### src/hdl/tls_pkg.sv
package tls_pkg;

  // lifecycle phases, one-hot
  typedef enum logic [4:0] {
    PH_LOST   = 5'b00001,
    PH_DETECT = 5'b00010,
    PH_TRACK  = 5'b00100,
    PH_TEMP   = 5'b01000,
    PH_SWITCH = 5'b10000
  } phase_t;

  // reported track_state codes
  localparam logic [2:0] TS_LOST   = 3'd0;
  localparam logic [2:0] TS_DETECT = 3'd1;
  localparam logic [2:0] TS_TRACK  = 3'd2;
  localparam logic [2:0] TS_TEMP   = 3'd3;
  localparam logic [2:0] TS_SWITCH = 3'd4;

  // configuration register indexes
  localparam logic [1:0] CFG_CONFIRM_FRAMES     = 2'd0;
  localparam logic [1:0] CFG_LOSS_LIMIT_NORMAL  = 2'd1;
  localparam logic [1:0] CFG_LOSS_LIMIT_OUTPOST = 2'd2;
  localparam logic [1:0] CFG_GAP_LIMIT_US       = 2'd3;

  localparam int unsigned CFG_DATA_W = 20;

  // register reset values
  localparam logic [7:0]  CONFIRM_FRAMES_RST     = 8'd3;
  localparam logic [9:0]  LOSS_LIMIT_NORMAL_RST  = 10'd15;
  localparam logic [9:0]  LOSS_LIMIT_OUTPOST_RST = 10'd75;
  localparam logic [19:0] GAP_LIMIT_US_RST       = 20'd100000;

  // counter limits
  localparam logic [10:0] SWITCH_MISS_LIMIT = 11'd200;
  localparam logic [7:0]  CONFIRM_MAX       = 8'd255;
  localparam logic [10:0] MISS_MAX          = 11'd2047;

  localparam logic [2:0] PRIORITY_NONE     = 3'd7;
  localparam logic [2:0] PRIORITY_AWAIT_RST = 3'd5;

  typedef struct packed {
    logic [19:0] gap_us;
    logic        main_present;
    logic [2:0]  main_priority;
    logic        main_is_outpost;
    logic        omni_present;
    logic [2:0]  omni_priority;
    logic        target_matched;
    logic        target_converged;
    logic        target_diverged;
    logic        target_bad_fit;
  } in_word_t;

  typedef struct packed {
    logic [2:0] track_state;
    logic       target_valid;
    logic       acquire_target;
    logic       switch_request;
    logic [2:0] switch_priority;
    logic [2:0] target_priority;
  } out_word_t;

  typedef struct packed {
    logic [7:0]  confirm_frames;
    logic [9:0]  loss_limit_normal;
    logic [9:0]  loss_limit_outpost;
    logic [19:0] gap_limit_us;
  } cfg_t;

  typedef struct packed {
    phase_t      phase;
    logic        prior_switch;
    logic [7:0]  confirm_count;
    logic [10:0] miss_count;
    logic [2:0]  current_priority;
    logic        current_is_outpost;
    logic [2:0]  awaited_priority;
  } track_state_t;

  function automatic logic [2:0] phase_code(input phase_t ph);
    logic [2:0] code;
    unique case (ph)
      PH_LOST:   code = TS_LOST;
      PH_DETECT: code = TS_DETECT;
      PH_TRACK:  code = TS_TRACK;
      PH_TEMP:   code = TS_TEMP;
      PH_SWITCH: code = TS_SWITCH;
      default:   code = TS_LOST;
    endcase
    return code;
  endfunction

endpackage

### src/hdl/tls_update.sv
module tls_update (
  input  tls_pkg::track_state_t state,
  input  tls_pkg::in_word_t     word,
  input  tls_pkg::cfg_t         cfg,
  output tls_pkg::track_state_t state_next,
  output tls_pkg::out_word_t    result
);

  tls_pkg::phase_t ph_mid;
  tls_pkg::phase_t ph_adv;
  tls_pkg::phase_t ph_end;
  logic        found;
  logic        acquire;
  logic        switch_req;
  logic [10:0] miss_inc;
  logic [7:0]  confirm_inc;
  logic [9:0]  loss_limit;

  assign miss_inc    = (state.miss_count != tls_pkg::MISS_MAX) ?
                       state.miss_count + 11'd1 : state.miss_count;
  assign confirm_inc = (state.confirm_count != tls_pkg::CONFIRM_MAX) ?
                       state.confirm_count + 8'd1 : state.confirm_count;

  always_comb begin
    state_next = state;
    found      = 1'b0;
    acquire    = 1'b0;
    switch_req = 1'b0;

    // large gap drops the track before anything else
    ph_mid = state.phase;
    if (state.phase != tls_pkg::PH_LOST && word.gap_us > cfg.gap_limit_us) begin
      ph_mid = tls_pkg::PH_LOST;
    end

    if (ph_mid == tls_pkg::PH_LOST) begin
      acquire = word.main_present;
    end else if (ph_mid == tls_pkg::PH_TRACK && word.main_present &&
                 word.main_priority < state.current_priority) begin
      acquire = 1'b1;
    end else if (ph_mid == tls_pkg::PH_TRACK && word.omni_present &&
                 word.omni_priority < state.current_priority &&
                 word.target_converged) begin
      ph_mid = tls_pkg::PH_SWITCH;
      state_next.awaited_priority = word.omni_priority;
      switch_req = 1'b1;
    end else if (ph_mid == tls_pkg::PH_SWITCH) begin
      found = word.main_present && (word.main_priority == state.awaited_priority);
    end else if (ph_mid == tls_pkg::PH_DETECT && state.prior_switch) begin
      acquire = word.main_present;
    end else begin
      found = word.target_matched;
    end

    if (acquire) begin
      found = 1'b1;
      state_next.current_priority   = word.main_priority;
      state_next.current_is_outpost = word.main_is_outpost;
    end

    state_next.prior_switch = (ph_mid == tls_pkg::PH_SWITCH);
    loss_limit = state_next.current_is_outpost ? cfg.loss_limit_outpost :
                                                 cfg.loss_limit_normal;

    ph_adv = ph_mid;
    unique case (ph_mid)
      tls_pkg::PH_LOST: begin
        if (found) begin
          ph_adv = tls_pkg::PH_DETECT;
          state_next.confirm_count = 8'd1;
        end
      end
      tls_pkg::PH_DETECT: begin
        if (found) begin
          state_next.confirm_count = confirm_inc;
          if (confirm_inc >= cfg.confirm_frames) begin
            ph_adv = tls_pkg::PH_TRACK;
          end
        end else begin
          state_next.confirm_count = 8'd0;
          ph_adv = tls_pkg::PH_LOST;
        end
      end
      tls_pkg::PH_TRACK: begin
        if (!found) begin
          state_next.miss_count = 11'd1;
          ph_adv = tls_pkg::PH_TEMP;
        end
      end
      tls_pkg::PH_SWITCH: begin
        if (found) begin
          ph_adv = tls_pkg::PH_DETECT;
        end else begin
          state_next.miss_count = miss_inc;
          if (miss_inc > tls_pkg::SWITCH_MISS_LIMIT) begin
            ph_adv = tls_pkg::PH_LOST;
          end
        end
      end
      tls_pkg::PH_TEMP: begin
        if (found) begin
          ph_adv = tls_pkg::PH_TRACK;
        end else begin
          state_next.miss_count = miss_inc;
          if (miss_inc > {1'b0, loss_limit}) begin
            ph_adv = tls_pkg::PH_LOST;
          end
        end
      end
      default: ph_adv = tls_pkg::PH_LOST;
    endcase

    // divergence or bad fit kills the track after the update
    ph_end = ph_adv;
    if (ph_adv != tls_pkg::PH_LOST && (word.target_diverged || word.target_bad_fit)) begin
      ph_end = tls_pkg::PH_LOST;
    end
    state_next.phase = ph_end;

    result.track_state     = tls_pkg::phase_code(ph_end);
    result.target_valid    = (ph_end != tls_pkg::PH_LOST);
    result.acquire_target  = acquire;
    result.switch_request  = switch_req;
    result.switch_priority = state_next.awaited_priority;
    result.target_priority = state_next.current_priority;
  end

endmodule

### src/hdl/track_lifecycle_sequencer.sv
// channel  | handshake                    | payload
// ---------+------------------------------+------------------------------
// input    | in_valid / in_ready          | in_word  (tls_pkg::in_word_t)
// output   | out_valid / out_ready        | out_word (tls_pkg::out_word_t)
// config   | cfg_write_en (no wait)       | cfg_index, cfg_data
//
// one word per cycle sustained while out_ready is high; a word passes the input
// register, the single update step and the result register; the lifecycle state
// register is written together with the result register
// rst is synchronous and active high; it clears phase, counters and both valid
// flags, and sets priorities and config registers to their reset values
// a stalled output holds the result and the input register fills behind it
module track_lifecycle_sequencer (
  input  logic                             clk,
  input  logic                             rst,
  input  logic                             in_valid,
  output logic                             in_ready,
  input  tls_pkg::in_word_t                in_word,
  output logic                             out_valid,
  input  logic                             out_ready,
  output tls_pkg::out_word_t               out_word,
  input  logic                             cfg_write_en,
  input  logic [1:0]                       cfg_index,
  input  logic [tls_pkg::CFG_DATA_W-1:0]   cfg_data
);

  // input register
  logic              in_full;
  tls_pkg::in_word_t in_reg;

  // lifecycle state and configuration
  tls_pkg::track_state_t state;
  tls_pkg::track_state_t state_next;
  tls_pkg::cfg_t         cfg;

  tls_pkg::out_word_t result;
  logic               step;

  // a word moves on when the result register is empty or being drained
  assign step     = in_full && (!out_valid || out_ready);
  assign in_ready = !in_full || step;

  tls_update u_update (
    .state      (state),
    .word       (in_reg),
    .cfg        (cfg),
    .state_next (state_next),
    .result     (result)
  );

  // control: valid flags and lifecycle state
  always_ff @(posedge clk) begin
    if (rst) begin
      in_full                  <= 1'b0;
      out_valid                <= 1'b0;
      state.phase              <= tls_pkg::PH_LOST;
      state.prior_switch       <= 1'b0;
      state.confirm_count      <= 8'd0;
      state.miss_count         <= 11'd0;
      state.current_priority   <= tls_pkg::PRIORITY_NONE;
      state.current_is_outpost <= 1'b0;
      state.awaited_priority   <= tls_pkg::PRIORITY_AWAIT_RST;
    end else begin
      if (in_valid && in_ready) begin
        in_full <= 1'b1;
      end else if (step) begin
        in_full <= 1'b0;
      end

      if (step) begin
        out_valid <= 1'b1;
        state     <= state_next;
      end else if (out_ready) begin
        out_valid <= 1'b0;
      end
    end
  end

  // configuration registers
  always_ff @(posedge clk) begin
    if (rst) begin
      cfg.confirm_frames     <= tls_pkg::CONFIRM_FRAMES_RST;
      cfg.loss_limit_normal  <= tls_pkg::LOSS_LIMIT_NORMAL_RST;
      cfg.loss_limit_outpost <= tls_pkg::LOSS_LIMIT_OUTPOST_RST;
      cfg.gap_limit_us       <= tls_pkg::GAP_LIMIT_US_RST;
    end else if (cfg_write_en) begin
      unique case (cfg_index)
        tls_pkg::CFG_CONFIRM_FRAMES:     cfg.confirm_frames     <= cfg_data[7:0];
        tls_pkg::CFG_LOSS_LIMIT_NORMAL:  cfg.loss_limit_normal  <= cfg_data[9:0];
        tls_pkg::CFG_LOSS_LIMIT_OUTPOST: cfg.loss_limit_outpost <= cfg_data[9:0];
        tls_pkg::CFG_GAP_LIMIT_US:       cfg.gap_limit_us       <= cfg_data[19:0];
        default: ;
      endcase
    end
  end

  // payload registers, no reset needed
  always_ff @(posedge clk) begin
    if (in_valid && in_ready) begin
      in_reg <= in_word;
    end
    if (step) begin
      out_word <= result;
    end
  end

`ifndef SYNTHESIS
  // a refused input only ever means the input register is occupied
  assert property (@(posedge clk) disable iff (rst) !in_ready |-> in_full)
    else $error("input refused while input register empty");

  // a held word in the input register does not change while it waits
  assert property (@(posedge clk) disable iff (rst)
    in_full && !step |=> in_full && $stable(in_reg))
    else $error("waiting input word lost or altered");

  // a switch request leaves the track switching or dropped
  assert property (@(posedge clk) disable iff (rst)
    out_valid && out_word.switch_request |->
      (out_word.track_state == tls_pkg::TS_SWITCH ||
       out_word.track_state == tls_pkg::TS_LOST))
    else $error("switch request with wrong track state");

  // the awaited omni target always outranks the current one on a request
  assert property (@(posedge clk) disable iff (rst)
    out_valid && out_word.switch_request |->
      out_word.switch_priority < out_word.target_priority)
    else $error("switch toward a target of no higher priority");
`endif

endmodule

### config.mk
export PLATFORM = sky130hd
export DESIGN_NAME = track_lifecycle_sequencer
export DESIGN_NICKNAME = d
export VERILOG_FILES = /design/src/hdl/tls_pkg.sv /design/src/hdl/tls_update.sv /design/src/hdl/track_lifecycle_sequencer.sv
export SDC_FILE = /design/constraint.sdc
export NUM_CORES = 1
export LEC_CHECK = 0
export CORE_MARGIN = 2
export CORE_UTILIZATION = 43
export CTS_BUF_LIST = sky130_fd_sc_hd__clkbuf_16
export DETAILED_ROUTE_END_ITERATION = 10
export DONT_BUFFER_PORTS = 1
export SLEW_MARGIN = 25
export SYNTH_ARGS = -nofsm -noshare
export SYNTH_HDL_FRONTEND = slang
export SYNTH_SLANG_ARGS = --single-unit
### constraint.sdc
create_clock -name clk -period 6.45 [get_ports clk]
set_clock_uncertainty 0.2 [all_clocks]
set_input_delay 1.935 -clock clk [delete_from_list [all_inputs] [get_ports clk]]
set_output_delay 1.935 -clock clk [all_outputs]
set_load 0.05 [all_outputs]
---- Yosys cells after proc, flatten, opt, wreduce, memory -nomap -nowiden ----
Index checks and enable logic that the tools add are counted.
storage, ports and cells
  memories kept ........................... 0
  bits in latches ......................... 0
  RAM bits ................................ 0
  bits in registers ....................... 127
  memory bits (read-only) ................. 0
  output and inout bits ................... 14
  input port bits ......................... 60
cells by class
  add/subtract/negate cells ............... 2
  multiplexer cells ....................... 44
  shift operators ......................... 0
  multiply operators ...................... 0
  eq/ne operators ......................... 25
  bitwise operators ....................... 0
  order comparisons ....................... 6
  reduce and logical (&&, ||, !) cells .... 29
  divide/modulo/power cells ............... 0
operators with widths
  operator                                                                          count
  5-bit 2-to-1 mux                                                                  13
  11-bit 2-to-1 mux                                                                 3
  5-bit one-hot mux with 5 select lines                                             1
  8-bit 2-to-1 mux                                                                  3
  11-bit one-hot mux with 2 select lines                                            1
  20-bit greater-than comparator                                                    1
  1-bit 2-to-1 mux                                                                  16
  8-bit one-hot mux with 2 select lines                                             1
  5-bit by 2-bit equality test with 1-bit output, second input constant             3
  5-bit by 3-bit equality test with 1-bit output, second input constant             3
  5-bit equality test, second input constant                                        3
  5-bit by 1-bit inequality test with 1-bit output, second input constant           3
  3-bit one-hot mux with 4 select lines                                             1
  11-bit by 1-bit adder with 11-bit output, second input constant                   1
  11-bit by 10-bit greater-than comparator with 1-bit output                        1
  11-bit by 8-bit greater-than comparator with 1-bit output, second input constant  1
  1-bit logical AND                                                                 11
  11-bit inequality test, second input constant                                     1
  5-bit by 1-bit equality test with 1-bit output, second input constant             2
  5-bit by 4-bit equality test with 1-bit output, second input constant             2
  10-bit 2-to-1 mux                                                                 1
  3-bit 2-to-1 mux                                                                  3
  8-bit by 1-bit adder with 8-bit output, second input constant                     1
  8-bit greater-or-equal comparator                                                 1
  other kinds (16)                                                                  29

---- Depth between registers and ports, before layout ----
  depth in word-level cells ............... 21
  mapped depth ............................ 20
  gate-level depth less buffers ........... 19

---- Modules after synthesis ----
Synthesis repeated with hierarchy kept, for this count alone.
unflattened totals
  cells, all modules ...................... 756
  area total of the unflattened synthesis .. 7,121.8 sq um
modules (own cells, without submodules)
  module                     cells each  area an instance (sq um)  instances
  track_lifecycle_sequencer  392         4,564.4                   1
  tls_update                 364         2,557.5                   1

---- Worst setup path before layout ----
OpenSTA, ideal clock, no wires.
  path kind ............................... reg-to-reg
  start ................................... reg in_reg[31] (netlist name)
  end ..................................... reg, netlist name state[27]
  library setup time ...................... 0.125 ns
  cell stages (with the launch flop) ...... 20
  buffers on the path ..................... 1
  arrival time ............................ 4.329 ns
  setup slack ............................. 1.796 ns
  path through ............................ edfxtp_1 -> ha_1 -> nand4_1 -> or4b_4 -> o21a_4 -> o21ai_1 -> a31oi_4 -> a21oi_4 -> mux2i_1 -> buf_4 -> mux2i_1 -> ha_1 -> o21ai_0 -> a21oi_1 -> o41a_1 -> o21ai_0 -> o41ai_1 -> o21ai_2 -> o211ai_1 -> o41a_1
between the ends
  word-level cells in the longest chain between the ends .. 19
RTL lines
  what                                                                                                              RTL line                                              RTL
  start, declared                                                                                                   track_lifecycle_sequencer.sv:29                       tls_pkg::in_word_t in_reg;
  start signal, assigned                                                                                            track_lifecycle_sequencer.sv:100                      in_reg <= in_word;
  20-bit greater-than comparator (*)                                                                                tls_update.sv:32                                      if (state.phase != tls_pkg::PH_LOST && word.gap_us > cfg.gap_limit_us) begin
  1-bit logical AND (*)                                                                                             tls_update.sv:32
  5-bit 2-to-1 mux (*)                                                                                              tls_update.sv:32
  5-bit by 2-bit equality test with 1-bit output or 5-bit by 3-bit equality test with 1-bit output (tied branches)  tls_update.sv:49, tls_update.sv:38, tls_update.sv:41
  1-bit logical AND, on equally long branches                                                                       tls_update.sv:49, tls_update.sv:41
  1-bit 2-to-1 mux or 1-bit logical AND (tied branches)                                                             tls_update.sv:49, tls_update.sv:41
  1-bit 2-to-1 mux or 1-bit logical AND (tied branches)                                                             tls_update.sv:47, tls_update.sv:42
  1-bit 2-to-1 mux                                                                                                  tls_update.sv:41                                      end else if (ph_mid == tls_pkg::PH_TRACK && word.omni_present &&
  [... 3 more ...]                                                                                                  -
  10-bit 2-to-1 mux                                                                                                 tls_update.sv:62                                      loss_limit = state_next.current_is_outpost ? cfg.loss_limit_outpost :
  11-bit by 10-bit greater-than comparator with 1-bit output                                                        tls_update.sv:105                                     if (miss_inc > {1'b0, loss_limit}) begin
  5-bit 2-to-1 mux                                                                                                  tls_update.sv:105
  5-bit 2-to-1 mux                                                                                                  tls_update.sv:101                                     if (found) begin
  5-bit one-hot mux with 5 select lines (*)                                                                         tls_update.sv:66                                      unique case (ph_mid)
  5-bit by 1-bit inequality test with 1-bit output                                                                  tls_update.sv:115                                     if (ph_adv != tls_pkg::PH_LOST && (word.target_diverged || word.target_bad_fit)) begin
  1-bit logical AND                                                                                                 tls_update.sv:115
  5-bit 2-to-1 mux (*)                                                                                              tls_update.sv:115
Every way passes the cells marked *; elsewhere a longest branch is shown, timed or not.
A chain may end at the register's enable or synchronous reset.

==> impl_metrics.yaml <==
global_routing:
  grt_max_degree: 57
  grt-ovfl-total: 0
  grt_pass1_wl_mm: 26.4
  grt_usage_pct: 20.8
  grt_pass1_vias: 5091
  antenna_found_initial: 2
clock_tree:
  cts_tree: "done"
  clk_pin_slew_ps: 50
  cts.sinks: 127
  worstSkewPairLatency_ps: 420
  cts-htree-levels: 4
  clk_path_buf_depth: 2
  cts_resized: 0
  cts_root_buf: "clkbuf_16"
  cts_buffers: 17
  hold_buffers: 0
  post_cts_buffers: 0
worst_setup_path:
  startpoint_type: "flop"
  crit_arrival_ps: 5550
  endpoint_kind: "flop"
  critical_path_peak_fanout: 15
  r2r_start: "in_reg[20]"
  r2r_slack_ps: 910
  reg2reg_to: "out_word[10]"
  worstPathRequired_ps: 6460
  crit_type: "flop to flop"
  worst_r2r_path_depth: 19
finish:
  diodes: 0
  n_fill_cell: 1420
  nNetsFinal: 810
  drive_gt1_share_pct: 9.60
  utilization_pct: 48.3
  layout_common_cells: "109 x nand2_1, 82 x dfxtp_1, 69 x a21oi_1"
  area_growth_pct: 10.1
  largest_reg_flops: 48
  instances_no_fill: 907
  final_common_cell: "nand2_1"
yosys:
  synth_top_area_share_pct: 24.7
  ys_ff_latch: 127
  synth_edf_count: 45
  synth_area_leader_cell: "dfxtp_1"
  synthArstFlopShare_pct: 0
  synth_area_sq_mm: 0.00664
  avgSynthCellArea_sq_um: 9.31
  synth_area_leaders: "dfxtp_1 25%, edfxtp_1 20%, ha_1 8.3%, nand2_1 6.2%, a21oi_1 5.2%"
  ys_seq_area_share_pct: 45.1
  synth_flop_cell: "dfxtp_1"
  yosys.cell_types.count: 79
  synth_cells: 713
  mappedNetlistNets: 817
  synth_warnings: 0
die:
  die_h_um: 128
  core_area_sq_mm: 0.0151
  io_pins: 74
  fp.dieW_um: 128
  rows: 45
  start_util_pct: 43.8
  dieArea_sq_mm: 0.0164
run:
  maxCapViolations: 0
route:
  via_per_inst: 5.71
  ant_nets: 0
  first_iter_violations: 420
  drtPass1Iterations: 5
  num_vias: 5177
  drt_wl_total_mm: 16.2
  drc: 0
  routedWlPerCell_um: 17.9
power:
  power.share.clock_pct: 45.1
  p_leak_nw: 2.73
  switching_power_mw: 0.467
  pwr-share-seq_pct: 47.1
  p_int_mw: 1.42
  total_power_mw: 1.89
  combPwrFrac_pct: 7.8
  power_density_mw_per_mm2: 259
  netSwitchingFraction_pct: 24.7
  peakVddDrop_v: 0.000165
timing:
  period_needed_ps: 5540
  tightestPinTransition_ps: 953
  slew_viol_final: 0
  rsz0062_at_grt: "false"
  relSlewSlack_pct: 36.5
  layout_setup_ws_ps: 910
  fin_crit_sh_pct: 85.9
  hold_viol_final: 0
  setup_violations: 0
  max_freq_mhz: 181
  setup-tns-final_ps: 0
hold_path:
  worstHoldStart: "cfg[14]"
  hold_depth: 2
  holdPathEnd: "cfg[14]"
  hp-class: "flop to flop"
placed_design:
  globalplace.congestion: 0.844
  dpl.hpwl_mm: 11.7
  place_ws_ps: 982
  port_buffers: 0
  place_inst: 875
status:
  status: "finished clean"
==> logic make-up after synthesis <==
group           count (synthesis)  share of synthesized area (%)
buf+inv                        72                           4.32
fa+ha+maj                      44                           8.29
compound gates                164                           17.1
mux                            22                           3.51
xor+xnor                       11                           1.45
simple gates                  273                           20.3
flops                         127                           45.1
==> layout make-up <==
type	instances	area, sq um	area share (%)
inverters	40	150	2.05
clock buffers	18	450	6.16
well taps	188	235	3.22
clock inverters	14	75.1	1.03
repair buffers	6	45.0	0.616
flip-flops and latches	127	2990	41.0
multi-input cells	514	3360	46.0
==> Yosys cell counts (3+ instances only) <==
master and n:
nand3_1 27, edfxtp_1 45, a21oi_1 69, a22o_1 5, nor2_1 47, nor2b_1 3, and3_1 9, mux2_2 8
buf_2 7, or3_1 3, o21ai_1 3, and4_1 3, o41ai_1 3, a31oi_1 5, inv_1 39, ha_1 44
o21ai_0 20, nand2b_1 9, nand2_1 109, nand4_1 21, dfxtp_1 82, o21a_1 4, nand3b_1 4, nor3_1 10
and2_1 4, clkbuf_1 21, a2bb2oi_1 6, xnor2_1 11, o211ai_1 12, or2_2 4, mux2i_1 12
==> layer usage <==
metal	wire, um	track usage (%)	vias up	share of wire, %
met1	7250	26.2	2426	45
met2	7670	33.4	154	47
li1	-	-	2565	-
met5	13	0	-	0.080
met4	361	8.66	2	2.2
met3	939	6.01	30	5.8
==> how the worst max path moves through the flow <==
stage                        end       start  depth (start not counted)
floorplan              state[27]  in_reg[31]                         19
global placement    out_word[10]  in_reg[31]                         19
detailed placement  out_word[10]  in_reg[20]                         19
CTS                 out_word[10]  in_reg[20]                         19
global route        out_word[10]  in_reg[31]                         19
finish              out_word[10]  in_reg[20]                         19
==> worst max-delay path: stages (launching register included) <==
cell and delay, ps:
edfxtp_1 380, ha_1 330, nand4_1 140, or4b_4 590
a31o_1 220, nand4_1 200, nand2_2 260, a21oi_4 340
mux2i_1 230, buf_4 250, mux2i_1 370, ha_1 320
o21ai_0 150, a21oi_1 80, o41a_1 110, o21ai_0 360
o41ai_1 160, o21ai_2 160, o211ai_1 140, nor4bb_1 350
==> stage by stage <==
step	instance area, sq um	hold WS (ps)
2_1_floorplan	6640	232
3_3_place_gp	6780	235
3_5_place_dp	6780	240
4_1_cts	7310	248
5_1_grt	7310	267
6_report	7310	254
==> power groups by stage <==
stage	registers [mW]	clock network (mW)	logic, mW
2_1_floorplan	0.902	0	0.116
3_3_place_gp	0.907	0	0.141
3_5_place_dp	0.908	0	0.145
4_1_cts	0.891	0.868	0.147
5_1_grt	0.894	0.902	0.165
6_report	0.891	0.852	0.147
Note: power is estimated with default switching activity, not from simulation.
